$ cat src/design/macd_pkg.sv
// Shared types, constants and register codes for the MACD indicator stream.
package macd_pkg;

  localparam int SAMPLE_W         = 32;
  localparam int ALPHA_W          = 17;
  localparam int ALPHA_FRAC       = 16;
  localparam int COUNT_W          = 16;
  localparam int APB_ADDR_W       = 4;
  localparam int APB_DATA_W       = 32;
  localparam int EXTRA_FRAC_DEF   = 16;
  localparam int MUL_CHUNK_W      = 32;

  localparam logic [ALPHA_W-1:0] ALPHA_ONE         = 17'd65536;
  localparam logic [ALPHA_W-1:0] ALPHA_SHORT_RESET = 17'd10082;
  localparam logic [ALPHA_W-1:0] ALPHA_LONG_RESET  = 17'd4855;
  localparam logic [ALPHA_W-1:0] ALPHA_SIG_RESET   = 17'd13107;
  localparam logic [COUNT_W-1:0] MIN_SAMPLES_RESET = 16'd35;
  localparam logic [COUNT_W-1:0] COUNT_MAX         = 16'hFFFF;

  typedef enum logic [1:0] {
    REG_ALPHA_SHORT,
    REG_ALPHA_LONG,
    REG_ALPHA_SIGNAL,
    REG_MIN_SAMPLES
  } reg_index_t;

  typedef enum logic [2:0] {
    ST_IDLE,
    ST_LOAD,
    ST_MUL,
    ST_MACD,
    ST_FINISH
  } state_t;

  typedef enum logic [1:0] {
    PH_SHORT,
    PH_LONG,
    PH_SIGNAL
  } phase_t;

  typedef struct packed {
    logic [ALPHA_W-1:0] alpha_short;
    logic [ALPHA_W-1:0] alpha_long;
    logic [ALPHA_W-1:0] alpha_signal;
    logic [COUNT_W-1:0] min_samples;
  } cfg_t;

  typedef struct packed {
    logic signed [SAMPLE_W-1:0] sample;
    logic                       series_start;
  } item_t;

  typedef struct packed {
    logic signed [SAMPLE_W-1:0] macd_value;
    logic signed [SAMPLE_W-1:0] signal_value;
    logic signed [SAMPLE_W-1:0] histogram;
    logic                       enough_samples;
  } result_t;

endpackage

$ cat src/design/macd_indicator_stream.sv
// MACD indicator stream: sequencer, average state and output stage around a shared multiplier.
//
//   channel   direction  handshake                      payload
//   item      in         item_valid / item_ready        item_t   (sample, series_start)
//   result    out        result_valid / result_ready    result_t (macd, signal, histogram, flag)
//   config    in         APB psel/penable/pwrite/pready 4 registers at byte address 4*i
//
// A seeding beat goes from idle straight to the output state; any other beat runs
// the one 33x18 multiplier once per average, in NCH operand chunks, where
// NCH = ceil((33+EXTRA_FRACTION_BITS)/32).
// item_ready is high only in the idle state; the result register lets the next
// beat start while a result waits. Reset clears all averages and the sample count.
module macd_indicator_stream import macd_pkg::*; #(
  parameter int EXTRA_FRACTION_BITS = EXTRA_FRAC_DEF
) (
  input  logic                  clk,
  input  logic                  rst,
  input  logic                  item_valid,
  output logic                  item_ready,
  input  item_t                 item,
  output logic                  result_valid,
  input  logic                  result_ready,
  output result_t               result,
  input  logic                  psel,
  input  logic                  penable,
  input  logic                  pwrite,
  input  logic [APB_ADDR_W-1:0] paddr,
  input  logic [APB_DATA_W-1:0] pwdata,
  output logic [APB_DATA_W-1:0] prdata,
  output logic                  pready
);

  localparam int AW = SAMPLE_W + EXTRA_FRACTION_BITS;
  localparam int DW = AW + 1;

  cfg_t                cfg;
  state_t              state;
  state_t              state_next;
  phase_t              phase;
  phase_t              phase_next;
  logic signed [AW-1:0] x_reg;
  logic signed [AW-1:0] x_in;
  logic signed [AW-1:0] short_avg;
  logic signed [AW-1:0] long_avg;
  logic signed [AW-1:0] signal_avg;
  logic signed [AW-1:0] macd_reg;
  logic [COUNT_W-1:0]   sample_count;
  logic                 accept;
  logic                 seed;
  logic                 out_load;
  logic                 mul_start;
  logic                 mul_done;
  logic signed [DW-1:0] mul_opnd;
  logic signed [DW-1:0] mul_scaled;
  logic [ALPHA_W-1:0]   mul_alpha;
  logic signed [AW-1:0] tgt_sel;
  logic signed [AW-1:0] avg_sel;
  logic signed [AW-1:0] avg_new;
  logic signed [DW-1:0] hist_full;

  function automatic logic signed [AW-1:0] acc_sat(input logic signed [DW-1:0] v);
    logic signed [AW-1:0] r;
    if (v[DW-1] == v[DW-2]) begin
      r = v[AW-1:0];
    end else begin
      r = {v[DW-1], {(AW-1){~v[DW-1]}}};
    end
    return r;
  endfunction

  function automatic logic signed [SAMPLE_W-1:0] out_sat(input logic signed [DW-1:0] v);
    logic signed [DW-1:0]       sh;
    logic [DW-SAMPLE_W:0]       hi;
    logic signed [SAMPLE_W-1:0] r;
    sh = v >>> EXTRA_FRACTION_BITS;
    hi = sh[DW-1:SAMPLE_W-1];
    if ((&hi) || !(|hi)) begin
      r = sh[SAMPLE_W-1:0];
    end else begin
      r = {sh[DW-1], {(SAMPLE_W-1){~sh[DW-1]}}};
    end
    return r;
  endfunction

  macd_cfg_regs u_cfg (
    .clk     (clk),
    .rst     (rst),
    .psel    (psel),
    .penable (penable),
    .pwrite  (pwrite),
    .paddr   (paddr),
    .pwdata  (pwdata),
    .prdata  (prdata),
    .pready  (pready),
    .cfg     (cfg)
  );

  macd_mul #(
    .DATA_W  (DW),
    .CHUNK_W (MUL_CHUNK_W)
  ) u_mul (
    .clk     (clk),
    .rst     (rst),
    .start   (mul_start),
    .operand (mul_opnd),
    .alpha   (mul_alpha),
    .done    (mul_done),
    .scaled  (mul_scaled)
  );

  assign x_in   = AW'(item.sample) <<< EXTRA_FRACTION_BITS;
  assign accept = item_valid && item_ready;
  assign seed   = item.series_start || (sample_count == '0);

  always_comb begin
    case (phase)
      PH_SHORT: begin
        avg_sel   = short_avg;
        tgt_sel   = x_reg;
        mul_alpha = cfg.alpha_short;
      end
      PH_LONG: begin
        avg_sel   = long_avg;
        tgt_sel   = x_reg;
        mul_alpha = cfg.alpha_long;
      end
      default: begin
        avg_sel   = signal_avg;
        tgt_sel   = macd_reg;
        mul_alpha = cfg.alpha_signal;
      end
    endcase
  end

  assign mul_opnd  = DW'(tgt_sel) - DW'(avg_sel);
  assign avg_new   = AW'(DW'(avg_sel) + mul_scaled);
  assign hist_full = DW'(macd_reg) - DW'(signal_avg);

  always_ff @(posedge clk) begin
    if (rst) begin
      state <= ST_IDLE;
      phase <= PH_SHORT;
    end else begin
      state <= state_next;
      phase <= phase_next;
    end
  end

  always_comb begin
    state_next = state;
    phase_next = phase;
    item_ready = 1'b0;
    mul_start  = 1'b0;
    out_load   = 1'b0;
    unique case (state)
      ST_IDLE: begin
        item_ready = 1'b1;
        if (item_valid) begin
          phase_next = PH_SHORT;
          state_next = seed ? ST_FINISH : ST_LOAD;
        end
      end
      ST_LOAD: begin
        mul_start  = 1'b1;
        state_next = ST_MUL;
      end
      ST_MUL: begin
        if (mul_done) begin
          unique case (phase)
            PH_SHORT: begin
              phase_next = PH_LONG;
              state_next = ST_LOAD;
            end
            PH_LONG:  state_next = ST_MACD;
            default:  state_next = ST_FINISH;
          endcase
        end
      end
      ST_MACD: begin
        phase_next = PH_SIGNAL;
        state_next = ST_LOAD;
      end
      ST_FINISH: begin
        if (!result_valid || result_ready) begin
          out_load   = 1'b1;
          state_next = ST_IDLE;
        end
      end
      default: state_next = ST_IDLE;
    endcase
  end

  always_ff @(posedge clk) begin
    if (rst) begin
      short_avg    <= '0;
      long_avg     <= '0;
      signal_avg   <= '0;
      macd_reg     <= '0;
      sample_count <= '0;
    end else begin
      if (accept && seed) begin
        short_avg    <= x_in;
        long_avg     <= x_in;
        signal_avg   <= '0;
        macd_reg     <= '0;
        sample_count <= COUNT_W'(1);
      end
      if (state == ST_MUL && mul_done) begin
        case (phase)
          PH_SHORT: short_avg <= avg_new;
          PH_LONG:  long_avg  <= avg_new;
          default: begin
            signal_avg <= avg_new;
            if (sample_count != COUNT_MAX) begin
              sample_count <= sample_count + 1'b1;
            end
          end
        endcase
      end
      if (state == ST_MACD) begin
        macd_reg <= acc_sat(DW'(short_avg) - DW'(long_avg));
      end
    end
  end

  always_ff @(posedge clk) begin
    if (accept) begin
      x_reg <= x_in;
    end
  end

  always_ff @(posedge clk) begin
    if (rst) begin
      result_valid <= 1'b0;
    end else if (out_load) begin
      result_valid <= 1'b1;
    end else if (result_ready) begin
      result_valid <= 1'b0;
    end
  end

  always_ff @(posedge clk) begin
    if (out_load) begin
      result.macd_value     <= out_sat(DW'(macd_reg));
      result.signal_value   <= out_sat(DW'(signal_avg));
      result.histogram      <= out_sat(hist_full);
      result.enough_samples <= (sample_count >= cfg.min_samples);
    end
  end

`ifndef NO_ASSERTIONS
  a_count_after_item: assert property (@(posedge clk) disable iff (rst)
    accept |=> sample_count != '0)
    else $error("sample count zero after a beat");

  a_seed_state: assert property (@(posedge clk) disable iff (rst)
    (accept && seed) |=> (short_avg == long_avg) && (signal_avg == '0) && (macd_reg == '0))
    else $error("seeding left averages inconsistent");

  a_done_in_mul: assert property (@(posedge clk) disable iff (rst)
    mul_done |-> state == ST_MUL)
    else $error("multiplier finished outside the multiply state");

  a_result_hold: assert property (@(posedge clk) disable iff (rst)
    (state == ST_FINISH && result_valid && !result_ready) |=> state == ST_FINISH)
    else $error("result overwritten while waiting");

  a_idle_after_load: assert property (@(posedge clk) disable iff (rst)
    out_load |=> result_valid && state == ST_IDLE)
    else $error("result load did not return to idle");
`endif

endmodule

$ cat src/design/macd_cfg_regs.sv
// APB register file holding the three average weights and the sample threshold.
module macd_cfg_regs import macd_pkg::*; (
  input  logic                  clk,
  input  logic                  rst,
  input  logic                  psel,
  input  logic                  penable,
  input  logic                  pwrite,
  input  logic [APB_ADDR_W-1:0] paddr,
  input  logic [APB_DATA_W-1:0] pwdata,
  output logic [APB_DATA_W-1:0] prdata,
  output logic                  pready,
  output cfg_t                  cfg
);

  reg_index_t         index;
  logic               wr_en;
  logic [ALPHA_W-1:0] alpha_raw;
  logic [ALPHA_W-1:0] alpha_clamped;

  assign index         = reg_index_t'(paddr[APB_ADDR_W-1:2]);
  assign wr_en         = psel && penable && pwrite;
  assign pready        = 1'b1;
  assign alpha_raw     = pwdata[ALPHA_W-1:0];
  assign alpha_clamped = (alpha_raw > ALPHA_ONE) ? ALPHA_ONE : alpha_raw;

  always_ff @(posedge clk) begin
    if (rst) begin
      cfg.alpha_short  <= ALPHA_SHORT_RESET;
      cfg.alpha_long   <= ALPHA_LONG_RESET;
      cfg.alpha_signal <= ALPHA_SIG_RESET;
      cfg.min_samples  <= MIN_SAMPLES_RESET;
    end else if (wr_en) begin
      unique case (index)
        REG_ALPHA_SHORT:  cfg.alpha_short  <= alpha_clamped;
        REG_ALPHA_LONG:   cfg.alpha_long   <= alpha_clamped;
        REG_ALPHA_SIGNAL: cfg.alpha_signal <= alpha_clamped;
        REG_MIN_SAMPLES:  cfg.min_samples  <= pwdata[COUNT_W-1:0];
        default: ;
      endcase
    end
  end

  always_comb begin
    unique case (index)
      REG_ALPHA_SHORT:  prdata = APB_DATA_W'(cfg.alpha_short);
      REG_ALPHA_LONG:   prdata = APB_DATA_W'(cfg.alpha_long);
      REG_ALPHA_SIGNAL: prdata = APB_DATA_W'(cfg.alpha_signal);
      REG_MIN_SAMPLES:  prdata = APB_DATA_W'(cfg.min_samples);
      default:          prdata = '0;
    endcase
  end

endmodule

$ cat src/design/macd_mul.sv
// Shared multiplier: floor(operand * alpha / 2^16), one operand chunk per cycle.
module macd_mul import macd_pkg::*; #(
  parameter int DATA_W  = SAMPLE_W + EXTRA_FRAC_DEF + 1,
  parameter int CHUNK_W = MUL_CHUNK_W
) (
  input  logic                     clk,
  input  logic                     rst,
  input  logic                     start,
  input  logic signed [DATA_W-1:0] operand,
  input  logic [ALPHA_W-1:0]       alpha,
  output logic                     done,
  output logic signed [DATA_W-1:0] scaled
);

  localparam int NCH    = (DATA_W + CHUNK_W - 1) / CHUNK_W;
  localparam int PAD_W  = NCH * CHUNK_W;
  localparam int PROD_W = CHUNK_W + ALPHA_W + 2;
  localparam int ACC_W  = PAD_W + ALPHA_W + 2;
  localparam int CNT_W  = (NCH > 1) ? $clog2(NCH) : 1;
  localparam logic [CNT_W-1:0] LAST = CNT_W'(NCH - 1);

  logic                     busy;
  logic [CNT_W-1:0]         cnt;
  logic [PAD_W-1:0]         opnd_sh;
  logic signed [ACC_W-1:0]  acc;
  logic [CHUNK_W-1:0]       chunk;
  logic signed [CHUNK_W:0]  mul_a;
  logic signed [ALPHA_W:0]  mul_b;
  logic signed [PROD_W-1:0] prod;

  assign chunk  = opnd_sh[PAD_W-1 -: CHUNK_W];
  assign mul_a  = {(cnt == '0) ? chunk[CHUNK_W-1] : 1'b0, chunk};
  assign mul_b  = {1'b0, alpha};
  assign prod   = mul_a * mul_b;
  assign scaled = acc[ALPHA_FRAC +: DATA_W];

  always_ff @(posedge clk) begin
    if (rst) begin
      busy <= 1'b0;
      done <= 1'b0;
      cnt  <= '0;
    end else begin
      done <= 1'b0;
      if (start) begin
        busy <= 1'b1;
        cnt  <= '0;
      end else if (busy) begin
        cnt <= cnt + 1'b1;
        if (cnt == LAST) begin
          busy <= 1'b0;
          done <= 1'b1;
        end
      end
    end
  end

  always_ff @(posedge clk) begin
    if (start) begin
      opnd_sh <= PAD_W'(operand);
      acc     <= '0;
    end else if (busy) begin
      opnd_sh <= opnd_sh << CHUNK_W;
      acc     <= (acc <<< CHUNK_W) + ACC_W'(prod);
    end
  end

endmodule

$ cat config.mk
export PLATFORM = sky130hd
export DESIGN_NAME = macd_indicator_stream
export DESIGN_NICKNAME = d
export VERILOG_FILES = /design/src/design/macd_pkg.sv /design/src/design/macd_indicator_stream.sv /design/src/design/macd_cfg_regs.sv /design/src/design/macd_mul.sv
export SDC_FILE = /design/constraint.sdc
export NUM_CORES = 2
export LEC_CHECK = 0
export BUFFER_PORTS_ARGS = -buffer_cell sky130_fd_sc_hd__buf_4
export CAP_MARGIN = 15
export CORE_MARGIN = 5
export CORE_UTILIZATION = 45
export CTS_CLUSTER_SIZE = 24
export DETAILED_ROUTE_END_ITERATION = 8
export GPL_ROUTABILITY_DRIVEN = 0
export HOLD_SLACK_MARGIN = 0.03
export PLACE_DENSITY_LB_ADDON = 0.2
export SETUP_SLACK_MARGIN = 0.02
export SYNTH_ARGS = -nofsm -noshare
export SYNTH_HDL_FRONTEND = slang
export SYNTH_SLANG_ARGS = --single-unit
$ cat constraint.sdc
create_clock -name clk -period 8.5 [get_ports clk]
set_input_delay 0 -clock clk [delete_from_list [all_inputs] [get_ports clk]]
set_output_delay 0 -clock clk [all_outputs]
set_load 0.02 [all_outputs]
==> results.ini <==
[floorplan]
fp.dieW_um = 361.1
dieArea_sq_um = 130400
num_rows = 128
core-area_sq_um = 122200
dieHeight_um = 361.1
io_pins = 208
start_util_pct = 45.40

[global_routing]
grt_pass1_vias = 44642
gr-total-overflow = 0
grt_max_degree = 153
antenna_found_initial = 5
grt_pass1_wl_mm = 261.1
grt_usage_pct = 25.11

[drt]
drc = 0
drtAntennaViolNets = 0
wirelength_mm = 167.1
vias_per_cell = 5.550
dr.pass1.iters = 7
routedWlPerCell_um = 20.57
drt_iter0_markers = 3751
dr_total_vias = 45096

[layout]
regMostFlops = result
num_antenna_cells = 0
largest_reg_flops = 97
layout.nets = 7509
fin_area_sq_um = 61010
n_fill_cell = 11706
final_common_cell = inv_1
layout_common_cells = inv_1 (945), nand2_1 (669), fa_1 (611)
reg_top3 = result (97), u_cfg.cfg (67)
area_delta_synth_final_pct = 9.967
multi_input_area_sq_um = 37990
drive_gt1_share_pct = 7.200
regArea_sq_um = 12770

[power_and_ir_drop]
total_power_mw = 22.20
power_frac_seq_pct = 14.7
comb_power_share_pct = 73.2
p_leak_nw = 27.53
power_switching_mw = 11.78
p_clk_share_pct = 12.2
power_density_nw_per_um2 = 363.8
ir_worst_vdd_v = 0.0005462
internal_power_mw = 10.41
swShare_pct = 53.08

[clock_network]
cts_tree = done
ctsRootBufferMaster = clkbuf_16
cts.htree.levels = 2
cts_resized = 0
ctsHoldBuffers = 61
post_cts_buffers = 0
clkTransAtPathRegs_ns = 0.07
cts_buffer_depth = 3
cts_sinks = 541
clk_latency_ns = 0.66
numCtsBuffers = 58

[synthesis]
syn_avg_cell_area_sq_um = 8.690
synthAdderAreaFrac_pct = 30.45
ys_seq_area_share_pct = 23.00
synth_top_cell_by_area = fa_1
netlist_area_sq_um = 55480
synth-simple-area-share_pct = 16.08
yosysUniqueCellTypes = 89
synth_seq_cells = 541
synth_xor_area_share_pct = 3.378
netlist.area_leader.share_pct = 22.05
synth.area.mux_share_pct = 3.283
synth_top_family_by_area = adder cells
synth_enable_flop_cells = 193
yosysWarnings = 0
synth_ff_type = dfxtp_1
ys_top_cells_by_area = fa_1 (22%), dfxtp_1 (13%), edfxtp_1 (10%)
synth_compound_gate_area_share_pct = 14.93
syn_inst = 6385
synthArstFlopShare_pct = 0

[sta]
worst_slew_pin_slew_ns = 1.100
skew_ns = 0.06556
setup_viol = 0
fin_ws_ns = 0.4176
hold-worst-slack_ns = 0.07240
rsz0062_at_grt = false
timing.slew.headroom_pct = 26.64
fin_crit_sh_pct = 95.09
timing.final.crit_period_ns = 8.082
max_freq_mhz = 123.7
fin_setup_tns_ns = 0
drv_slew = 0
hold_viol_final = 0

[placed_design]
place_hpwl_mm = 131.8
place_ws_ns = 0.4601
post_dp_cell_area_sq_um = 58320
port_buffers = 174

[job]
maxCapViolCount = 0

[critical_path]
worstPathArrival_ns = 8.60
worst_setup_path_end_kind = flip-flop
crit_buf_inv = 6
cp_max_fo = 19
crit_path_max_incr_delay_ns = 0.77
required_ns = 9.02
path_class = reg -> reg
start_kind = flip-flop
slowest_stage = o21ai_2
cpLargestDelayFamily = adder cells
crit_top_cell = fa_1
r2r_setup_slack_ns = 0.42

[run_status]
status = complete, no violations

[min_path]
hp-class = in -> reg

[per-layer routing]
layer	track usage [%]	vias to the layer above	wire length (um)
met1	35.04	22420	73940
met2	41.52	1355	78000
met5	0	-	0
met4	7.005	0	5396
met3	2.950	216	9779
li1	-	21105	-
[area by class of cell]
| cell class | count | share of cell area, % |
|---|---|---|
| multi-input cells | 4581 | 62.27 |
| flip-flops and latches | 541 | 20.93 |
| inverters | 946 | 5.820 |
| repair buffers | 322 | 4.325 |
| well taps | 1625 | 3.332 |
| clock buffers | 80 | 2.701 |
| clock inverters | 30 | 0.6193 |
[stage by stage]
stage | utilization [%] | std cells
floorplan | - | 6399
global placement | 47.73 | 7952
detailed placement | 47.73 | 7952
CTS | 49.89 | 8123
global route | 49.93 | 8125
finish | 49.93 | 8125
[synthesized netlist by cell type (131+ instances only)]
master    instances
dfxtp_1         348
ha_1            372
a21o_1          163
fa_1            611
a21oi_1         437
clkbuf_1        269
xnor2_1         131
nand2_1         672
o21ai_0         279
nor2_1          406
edfxtp_1        193
nor2b_1         280
and2_1          164
inv_1           946
[power by group through the flow]
stage	sequential, mW	clock [mW]	combinational, mW
2_1_floorplan	3.11	0	10.8
3_3_place_gp	3.32	0	15.7
3_5_place_dp	3.32	0	15.8
6_report	3.26	2.70	16.2
4_1_cts	3.26	2.74	16.0
5_1_grt	3.27	2.85	17.7
[worst paths after layout]
| path | end | cells past startpoint | start |
|---|---|---|---|
| worst min register to register | macd_reg[0]$_SDFFE_PP0P_ | 2 | macd_reg[0]$_SDFFE_PP0P_ |
| worst min-delay path | x_reg[26]$_DFFE_PP_ | 2 | item[11] |
| worst max register to register | u_mul.acc[47]$_SDFFE_PP0P_ | 27 | phase[0]$_SDFFE_PP0P_ |
| worst max-delay path | u_mul.acc[47]$_SDFFE_PP0P_ | 27 | phase[0]$_SDFFE_PP0P_ |
[kinds of logic (layout without fill, tap and decap cells)]
family | Yosys count | in the layout
other | 2 | 16
AOI/OAI and AO/OA | 1333 | 1333
and+or+nand+nor | 1876 | 1876
muxes | 158 | 158
adders and majority gates | 984 | 984
DFF | 541 | 541
xor gates and xnor gates | 214 | 214
buffers and inverters | 1277 | 1378
(Power assumes the default switching activity.)
